$ cat src/design/illm_ram.sv
`timescale 1ns / 1ps

module illm_ram #(
  parameter int WIDTH = 8,
  parameter int DEPTH = 16
) (
  input  logic                     clk,
  input  logic                     we,
  input  logic [$clog2(DEPTH)-1:0] waddr,
  input  logic [WIDTH-1:0]         wdata,
  input  logic [$clog2(DEPTH)-1:0] raddr,
  output logic [WIDTH-1:0]         rdata
);

  logic [WIDTH-1:0] mem [DEPTH];

  always_ff @(posedge clk) begin
    if (we) begin
      mem[waddr] <= wdata;
    end
    rdata <= mem[raddr];
  end

endmodule

$ cat config.mk
export PLATFORM = sky130hd
export DESIGN_NAME = illm_ram
export DESIGN_NICKNAME = d
export VERILOG_FILES = /design/src/design/illm_ram.sv
export SDC_FILE = /design/constraint.sdc
export NUM_CORES = 1
export LEC_CHECK = 0
export ABC_AREA = 1
export BUFFER_PORTS_ARGS = -buffer_cell sky130_fd_sc_hd__buf_4
export CAP_MARGIN = 5
export CORE_MARGIN = 2
export CORE_UTILIZATION = 35
export DETAILED_ROUTE_END_ITERATION = 8
export GPL_TIMING_DRIVEN = 0
export PLACE_DENSITY = 0.6
export SETUP_SLACK_MARGIN = 0.02
export SLEW_MARGIN = 30
export SYNTH_ARGS = -nofsm -noshare
export SYNTH_HDL_FRONTEND = slang
export SYNTH_SLANG_ARGS = --single-unit
$ cat constraint.sdc
create_clock -name clk -period 1.8 [get_ports clk]
set_input_delay 0.18 -clock clk [delete_from_list [all_inputs] [get_ports clk]]
set_output_delay 0.18 -clock clk [all_outputs]
set_load 0.05 [all_outputs]
# --- After elaboration in Yosys (flattened, before gate mapping) ---
# Memory sizes are Yosys's and may differ from the RTL's. A register that Yosys moved wholly into a read port is not among the register bits.
# Index checks and enable logic that the tools add are counted.
totals:
  ff_bits: 0
  latch_bits: 0
  ramBits: 128
  romBits: 0
  out_inout_bits: 8
  word_cells: 3
  mem_count: 1
classes:
  n_addsub: 0
  multipliers: 0
  div: 0
  order_cmp: 0
  n_eq_ne: 0
  n_shift: 0
  muxes: 2
  bitwise: 0
  reduce_logical: 0
memory_table:
  columns: ["memory", "words", "width", "rd", "rd_clocked_by_memory_dff", "wr", "line_no", "source"]
  rows:
  - ["mem", 16, 8, 1, 1, 1, "15", "logic [WIDTH-1:0] mem [DEPTH];"]
ops:
  columns: ["operator", "n"]
  rows:
  - ["1-bit two-way mux", 2]

# --- Depth between registers and ports, before layout ---
# Gate-level depths: netlist of run 1.
depth:
  ltp_word: 2
  depth_mapped: 8

# --- Worst setup path before layout of run 1 ---
# No wires, ideal clock.
synth_timing:
  path_kind: "input to register"
  start: "input waddr[2]"
  end: "memory mem[10][0] (enable)"
  setup_time_ps: 370
  t_arrival_ps: 761
  t_required_ps: 1430
  setup_slack_ps: 669
  cell_stages: 2
  n_path_buf: 0
  cell_sequence: "nand3b_1 -> nor2_1"
synth_rtl:
  columns: ["element", "line_no", "source"]
  rows:
  - ["from (decl)", "9", "input logic [$clog2(DEPTH)-1:0] waddr,"]
  - ["to (decl)", "15", null]
# Straight into the memory's write port.

# --- Worst setup path in the final report of run 1 ---
layout_timing:
  start: "input waddr[3]"
  end: "memory mem[5][1] (enable)"
# Straight into the memory's write port.

==> results of run 1 <==
[cells by family after synthesis]
kind of cell	after synthesis	share of synthesized area [%]
simple gates	289	21.05
flops	136	69.43
buf+inv	126	9.525
[power groups by stage]
stage          Combinational, mW  Sequential (mW)  Clock (mW)
6_report                   0.552             3.56        3.35
5_1_grt                    0.596             3.57        3.49
4_1_cts                    0.548             3.56        3.37
2_1_floorplan              0.250             3.70           0
3_3_place_gp               0.539             3.62           0
3_5_place_dp               0.544             3.63           0
[worst max path at each step]
stage,end,slack (ns),depth (start not counted),start
2_1_floorplan,mem[10][0],0.67,2,waddr[2]
3_3_place_gp,mem[6][4],0.10,3,waddr[3]
3_5_place_dp,mem[5][6],0.1,3,waddr[3]
4_1_cts,mem[4][2],0.53,3,waddr[3]
5_1_grt,mem[4][4],0.48,3,waddr[3]
6_report,mem[5][1],0.54,3,waddr[3]
[cell usage after synthesis]
master,count
dfxtp_1,8
buf_4,4
nand2_1,173
inv_1,100
buf_1,1
buf_2,13
nand3_1,97
edfxtp_1,128
nor2_1,17
inv_2,2
buf_6,6
nand3b_1,2
[final cells by class]
cell class / count / area, um^2
buffer: 24 / 166.4
clock buffer: 19 / 432.9
clock inverter: 12 / 133.9
fill: 1532 / 9226
inverter: 102 / 382.9
tap: 216 / 270.3
timing repair buffer: 22 / 165.2
multi-input combinational: 289 / 1219
sequential: 136 / 4004
[flip-flops by register name, indices dropped and copies added (netlist names)]
signal and count:
mem 128, rdata 8
[layer usage]
| layer | global-route usage (%) | vias up | share of wire [%] |
|---|---|---|---|
| met4 | 8.303 | 0 | 3.1 |
| met2 | 27.14 | 166 | 48 |
| li1 | - | 1856 | - |
| met3 | 2.999 | 31 | 6.8 |
| met5 | 0 | - | 0 |
| met1 | 21.04 | 1836 | 42 |
==> metrics.txt, run 1 <==
combinational share of power=7.4%; worst reg-to-reg path cell count=6; fmax=791.1 MHz; synthesis-stage register bit count=136; sw power=1.625 mW; IO Pins=26; detailed placement HPWL=9.072 mm; ant diodes=0; initial drt markers=540; Avg Synthesized Cell Area=10.47 um^2; GPL Wtd Cong=0.8240; Seq pwr share=47.7%; Initial Util=36.04%; Worst Max-Slew Pin Slew=0.9550 ns; origin of the critical flop-to-flop path=mem[1][4]; total grt overflow=0; clk slew on worst S/H paths=0.05 ns; Internal Power=5.834 mW; Setup WS post-layout=0.5359 ns; I/O Buffers=22; worst path buffer plus inverter count=1; largest net degree at the start of global routing=17; CTS Buf Count=17; final setup fails=0; max-slew violations=0; RR Endpoint=rdata[4]; yosys warns=0; Die H=132.4 um; WL final=14.01 mm; Distinct cells, synth=12; H-tree levels=4; TritonCTS clock tree=yes; initial antenna violation count=0; final hold viol count=0; most frequent cells in the layout=nand2_1 (173), edfxtp_1 (128), inv_1 (100); # Max-Cap Violations=0; wire length per cell=17.08 um; clock latency on the worst-skew pair=0.42 ns; most area-consuming cells after synthesis=edfxtp_1 (67%), nand2_1 (11%), nand3_1 (8.4%); Place WS=0.09927 ns; core area=16000 um^2; critical path's largest stage delay=0.76 ns; clock power share=44.9%; Worst Path Required=1.84 ns; Area Growth Syn to Fin=17.47%; pwr dens=1101 nW/um^2; worst reg-to-reg setup slack=0.76 ns; crit-path cells=buf_4 > nand3b_1 > nor2_1; Synth Net Count=569; nature of the critical path endpoint=flip-flop; Setup Buffers After CTS=0; Total Routing Usage GR=16.53%; leak pwr=2.899 nW; CTS sink count=136; first-pass GRT wire length=21.40 mm; Die ar.=17520 um^2; via count=3889; final instance area=6774 um^2; CTS max path bufs=2; CP max stage cell=nor2_1; fin cells=820; sw frac=21.79%; most common cell after layout, fill and taps aside=nand2_1; hold path start=wdata[1]; crit path launch type=input port; crit-path max FO=8; cell row count=46; Tightest Hold Check Type=input port to flip-flop; sequential area share after synthesis=69.43%; ratio of cells with drive above 1 in the final layout=12.09%; post-cts resize count=0; Placed Area=6202 um^2; Final Net Count=610; vias in the first global route=3785; Post-Place Cells=789; Fin Hold WS=0.09288 ns; crit path kind=input port to flip-flop; Post-Route Utilization=42.34%; Syn Inst Count=551; post-route clock period utilization=70.23%; Worst Skew=0.007536 ns; Worst Hold End=mem[1][1]; Die W=132.4 um; status=complete, no violations; WHS Path Cells=1; share of the synthesized area in the top cell type=66.65%; Design Power=7.460 mW; Setup TNS=0 ns; CTS Hold Buffers Added=0; min Tclk post-route=1.264 ns; unrepaired setup endpoints after global routing=no; Max VDD drop=0.6736 mV; clock root cell=clkbuf_16; Slew headroom=36.10%; post-synth top area cell=edfxtp_1; # DRC=0; Routed Antenna Nets=0; drt via density=4.743; first-pass detailed-route iteration total=5; Critical Path AT=1.30 ns; Crit path max-delay family=simple AND/OR/NAND/NOR gates; mapped cell area=5767 um^2
No activity file was read; power rests on OpenSTA's default activity.
==> inputs of run 2 (changes only) <==
--- a/config.mk
+++ b/config.mk
@@ -5,7 +5,7 @@
 export SDC_FILE = /design/constraint.sdc
 export NUM_CORES = 1
 export LEC_CHECK = 0
-export ABC_AREA = 1
+export ABC_AREA = 0
 export BUFFER_PORTS_ARGS = -buffer_cell sky130_fd_sc_hd__buf_4
 export CAP_MARGIN = 5
 export CORE_MARGIN = 2
==> constraint.sdc (replaced) <==
create_clock -name clk -period 1.3 [get_ports clk]
set_input_delay 0.13 -clock clk [delete_from_list [all_inputs] [get_ports clk]]
set_output_delay 0.13 -clock clk [all_outputs]
set_load 0.05 [all_outputs]
==> run 2 against run 1 <==
Against the previous run: the run now ends with setup timing left; die area shrank 10%; count of clock-buffer cells in the layout fell by 2; utilization up 0.86 points; area after synthesis decreased by 11%; clock skew shrank 0.0027 ns; hold slack got worse by 0.065 ns; register-to-register slack got worse by 0.80 ns; critical endpoint is now rdata[6]; largest cell class unchanged.
==> metrics.txt, run 2 <==
Setup WS post-layout=-0.03583 ns; combinational share of power=5.9%; origin of the critical flop-to-flop path=mem[6][6]; Slew headroom=43.24%; unrepaired setup endpoints after global routing=yes; Worst Skew=0.004852 ns; clk slew on worst S/H paths=0.05 ns; crit path launch type=flip-flop; post-route clock period utilization=102.8%; Post-synth EDFFs=128; min Tclk post-route=1.336 ns; initial drt markers=227; wire length per cell=21.87 um; IO Pins=26; first-pass detailed-route iteration total=4; Synth Net Count=247; Design Power=10.66 mW; most common cell after layout, fill and taps aside=edfxtp_1; most numerous cell in the Yosys netlist=edfxtp_1; crit path kind=flip-flop to flip-flop; Die ar.=15690 um^2; ys async rst share=0%; main combinational cell family by area after synthesis=multiplexers; biggest regs=mem x128, rdata x8; yosys warns=0; worst reg-to-reg setup slack=-0.04 ns; Avg Synthesized Cell Area=22.48 um^2; initial antenna violation count=0; Critical Path AT=1.62 ns; Distinct cells, synth=19; Syn Inst Count=229; clock power share=47.9%; cell row count=44; WL final=10.26 mm; ratio of cells with drive above 1 in the final layout=36.49%; nature of the critical path endpoint=flip-flop; clock latency on the worst-skew pair=0.41 ns; TritonCTS clock tree=yes; final hold viol count=0; Die W=125.3 um; Worst Path Required=1.58 ns; largest net degree at the start of global routing=17; compound-cell area share of the yosys netlist=2.333%; core area=14420 um^2; failing checks=setup timing; CTS Hold Buffers Added=0; share of the synthesized area in the top cell type=74.67%; Adder-Cell Fraction of Synth Area=0%; Area Growth Syn to Fin=21.05%; mux cell area share after synthesis=15.02%; Max VDD drop=0.9349 mV; max reg flops=128; fmax=748.6 MHz; sequential area share after synthesis=77.78%; vias in the first global route=2494; Top reg by flops=mem; # DRC=0; Top FF cell, synth=edfxtp_1; I/O Buffers=24; Tightest Hold Check Type=input port to flip-flop; sw power=2.148 mW; CTS max path bufs=2; drt via density=5.028; RR Endpoint=rdata[6]; via count=2358; CTS Buf Count=17; H-tree levels=4; total grt overflow=0; Fin Hold WS=0.02763 ns; sw frac=20.16%; CTS sink count=136; synthesis-stage register bit count=136; Internal Power=8.507 mW; Die H=125.3 um; status=complete, but fails checks; final setup fails=4; detailed placement HPWL=6.368 mm; # Max-Cap Violations=0; pwr dens=1710 nW/um^2; GPL Wtd Cong=0.7547; mapped cell area=5147 um^2; worst setup path end=rdata[6]; post-synth top area cell=edfxtp_1; leak pwr=2.023 nW; clock root cell=clkbuf_16; max-slew violations=0; Synth Area in Simple Gates=3.184%; Setup Buffers After CTS=0; Routed Antenna Nets=0; most frequent cells in the layout=edfxtp_1 (128), mux4_2 (27), buf_4 (25); Synth Area in XOR/XNOR=0%; Worst Max-Slew Pin Slew=0.8483 ns; first-pass GRT wire length=15.62 mm; Seq pwr share=46.3%; worst reg-to-reg path cell count=3; Initial Util=35.69%; Post-synth top cells=edfxtp_1 (128), mux4_2 (18), a22oi_1 (16); crit-path max FO=1; Total Routing Usage GR=14.12%; Final Net Count=290; CP Launch Point=mem[6][6]; ant diodes=0; most area-consuming cells after synthesis=edfxtp_1 (75%), mux4_2 (7.9%), mux4_1 (7.1%)
==> run 2: layout make-up <==
| type | count | area, um^2 |
|---|---|---|
| Tap cell | 184 | 230.2 |
| Clock inverter | 15 | 207.7 |
| Buffer | 10 | 86.33 |
| Multi-Input combinational cell | 83 | 1097 |
| Fill cell | 1264 | 8193 |
| Sequential cell | 136 | 4004 |
| Timing Repair Buffer | 24 | 180.2 |
| Clock buffer | 17 | 425.4 |
==> run 2: cell families after synthesis <==
| kind of cell | after synthesis |
|---|---|
| flip-flops | 136 |
| AND/OR/NAND/NOR | 35 |
| buffers and inverters | 10 |
| AO/OA/AOI/OAI | 16 |
| multiplexers | 32 |
==> run 2: worst min path at each step <==
stage / startpoint / endpoint / slack [ns] / cells after the start
after floorplan: wdata[0] / mem[0][0] / 0.23 / 0
after global placement: wdata[4] / mem[1][4] / 0.44 / 1
after detailed placement: wdata[4] / mem[3][4] / 0.46 / 1
after CTS: wdata[4] / mem[3][4] / 0.02 / 1
after global routing: wdata[4] / mem[1][4] / 0.03 / 1
final: wdata[4] / mem[11][4] / 0.03 / 1
==> run 2: metal layers <==
layer / GRT usage (%) / share of wire (%) / vias to the layer above / wire length (um)
met5: 0 / 0 / - / 0
met4: 5.294 / 1.1 / 0 / 113
met3: 4.193 / 6.9 / 10 / 710
met2: 21.96 / 49 / 70 / 5072
met1: 18.94 / 43 / 1228 / 4360
li1: - / - / 1050 / -
==> run 2: what timing repair did <==
item / in CTS / in global routing
gates resized for setup: 17 / 4
endpoints found under the setup margin: 39 / 24
endpoints found under the hold margin: 0 / 0
pin swaps: 6 / 2
==> run 2: critical path, cell delays in order, from the launching register on <==
cell	delay, ns
edfxtp_1	0.38
mux4_2	0.52
a22oi_2	0.19
nand2_1	0.12
==> run 2: power by group through the flow <==
stage / Clock (mW) / Combinational [mW] / Sequential [mW]
after global routing: 5.36 / 0.669 / 4.94
after floorplan: 0 / 0.250 / 5.12
after detailed placement: 0 / 0.611 / 5.02
final: 5.10 / 0.627 / 4.93
after CTS: 5.18 / 0.633 / 4.93
after global placement: 0 / 0.604 / 5.01
==> run 2: per-stage QoR <==
step	cells	instance area, um^2	utilization [%]	worst slack, ns	setup TNS (ns)
after detailed placement	437	5578	38.67	-0.5810	-39.69
final	469	6231	43.20	-0.03583	-0.07907
after CTS	469	6221	43.13	-0.1110	-1.744
after floorplan	229	5162	-	-0.09615	-2.943
after global placement	437	5573	38.64	-0.5715	-41.86
after global routing	469	6231	43.20	-0.07502	-0.2791
==> inputs of run 3 (changes only) <==
==> constraint.sdc (replaced) <==
create_clock -name clk -period 1.5 [get_ports clk]
set_input_delay 0.15 -clock clk [delete_from_list [all_inputs] [get_ports clk]]
set_output_delay 0.15 -clock clk [all_outputs]
set_load 0.05 [all_outputs]
==> run 3 against run 2 <==
Against the previous run: the flow now finishes without violations; register-to-register slack better by 0.09 ns; sequential share of layout area barely moved; critical path depth is the same; final area about the same; hold slack gained 0.035 ns; flip-flop and latch count did not move; clock power fell by 12%; combinational power shrank 16%; maximum frequency decreased by 7.6%; worst setup slack improved by 0.090 ns; non-clock buffer count unchanged; critical endpoint is now rdata[2]; largest cell class unchanged; highest routed layer unchanged.
==> metrics.txt, run 3 (synthesis results as in run 2) <==
most frequent cells in the layout=edfxtp_1 (128), buf_4 (25), mux4_2 (18); Total Routing Usage GR=13.79%; Worst Path Required=1.78 ns; initial drt markers=177; origin of the critical flop-to-flop path=mem[1][2]; ant diodes=0; Crit. path cell count=3; CTS sink count=136; RR Endpoint=rdata[2]; Area Growth Syn to Fin=21.03%; Max VDD drop=0.7882 mV; # Max-Cap Violations=0; first-pass GRT wire length=15.17 mm; Seq pwr share=45.9%; Place WS=-0.3708 ns; final hold viol count=0; detailed placement HPWL=6.473 mm; clock power share=48.4%; wire length per cell=21.61 um; leak pwr=2.073 nW; worst reg-to-reg path cell count=3; Design Power=9.304 mW; largest net degree at the start of global routing=17; worst setup path end=rdata[2]; biggest regs=mem x128, rdata x8; Final Net Count=290; crit-path max FO=1; critical path's largest stage delay=0.57 ns; crit path launch type=flip-flop; Filler Cells Inserted=1258; crit-path cells=mux4_1 > a22oi_2 > nand2_1; CTS Buf Count=17; GPL Wtd Cong=0.7891; Worst Max-Slew Pin Slew=0.8909 ns; post-route clock period utilization=96.36%; IO Pins=26; Die ar.=15690 um^2; CP Launch Point=mem[1][2]; Internal Power=7.517 mW; cell row count=44; combinational share of power=5.7%; worst path buffer plus inverter count=0; unrepaired setup endpoints after global routing=no; final instance area=6230 um^2; Worst Skew=0.01444 ns; worst reg-to-reg setup slack=0.05 ns; total grt overflow=0; Placed Area=5578 um^2; Tightest Hold Check Type=input port to flip-flop; Fin Hold WS=0.06256 ns; first-pass detailed-route iteration total=4; via count=2393; sw power=1.787 mW; vias in the first global route=2478; Crit path max-delay family=multiplexers; Initial Util=35.69%; sw frac=19.21%; H-tree levels=4; drt via density=5.113; status=complete, no violations; Post-Place Cells=437; nature of the critical path endpoint=flip-flop; CP max stage cell=mux4_1; CTS max path bufs=2; Die W=125.3 um; Critical Path AT=1.73 ns; I/O Buffers=24; # DRC=0; most common cell after layout, fill and taps aside=edfxtp_1; Slew headroom=40.38%; min Tclk post-route=1.445 ns; clock latency on the worst-skew pair=0.41 ns; clock root cell=clkbuf_16; clk slew on worst S/H paths=0.06 ns; Routed Antenna Nets=0; max reg flops=128; fin cells=468; max-slew violations=0; initial antenna violation count=0; fmax=691.8 MHz; Top reg by flops=mem; Setup WS post-layout=0.05454 ns; WL final=10.11 mm; pwr dens=1493 nW/um^2; ratio of cells with drive above 1 in the final layout=29.58%; final setup fails=0; Die H=125.3 um; TritonCTS clock tree=yes; core area=14420 um^2; crit path kind=flip-flop to flip-flop
[run 3: power groups by stage]
| stage | sequential, mW | combinational [mW] | clock, mW |
|---|---|---|---|
| floorplan | 4.43 | 0.216 | 0 |
| global placement | 4.34 | 0.522 | 0 |
| detailed placement | 4.35 | 0.532 | 0 |
| CTS | 4.27 | 0.535 | 4.56 |
| global route | 4.28 | 0.564 | 4.74 |
| finish | 4.27 | 0.529 | 4.50 |
[run 3: worst reg2reg max path, stage by stage, from the launching register on]
cell,delay (ns)
edfxtp_1,0.35
mux4_1,0.57
a22oi_2,0.31
nand2_1,0.08
[run 3: how the worst min path moves through the flow]
stage / startpoint / end / slack [ns] / cells after the start
after global placement: wdata[5] / mem[5][5] / 0.48 / 1
after floorplan: wdata[0] / mem[0][0] / 0.25 / 0
after global routing: wdata[5] / mem[7][5] / 0.07 / 1
after detailed placement: wdata[5] / mem[4][5] / 0.50 / 1
after CTS: wdata[5] / mem[14][5] / 0.07 / 1
final: wdata[5] / mem[4][5] / 0.06 / 1
[run 3: cell type report]
| type | instances | area, um^2 | area share (%) |
|---|---|---|---|
| plain buffers | 10 | 86.33 | 1.386 |
| repair buffers | 24 | 180.2 | 2.892 |
| flip-flops and latches | 136 | 4004 | 64.27 |
| clock buffers | 18 | 429.2 | 6.889 |
| multi-input cells | 83 | 1092 | 17.53 |
| well taps | 184 | 230.2 | 3.696 |
| clock inverters | 13 | 207.7 | 3.334 |
[run 3: metrics by stage]
stage          util, %  TNS (ns)
3_3_place_gp     38.57    -24.27
6_report         43.19         0
5_1_grt          43.19         0
2_1_floorplan        -         0
3_5_place_dp     38.67    -16.54
4_1_cts          43.12         0
[run 3: routing by layer]
metal | global-route usage [%] | vias up | part of all wire, %
met5 | 0 | - | 0
met1 | 18.50 | 1255 | 45
met2 | 21.68 | 74 | 49
met4 | 4.706 | 0 | 0.98
met3 | 4.108 | 10 | 5.4
li1 | - | 1054 | -
[run 3: timing repair]
action	4_1_cts	5_1_grt
buffers inserted	0	0
endpoints found under the hold margin	0	0
endpoints found under the setup margin	1	2
cloned	0	0
gates resized for setup	1	2
hold buffers	0	0
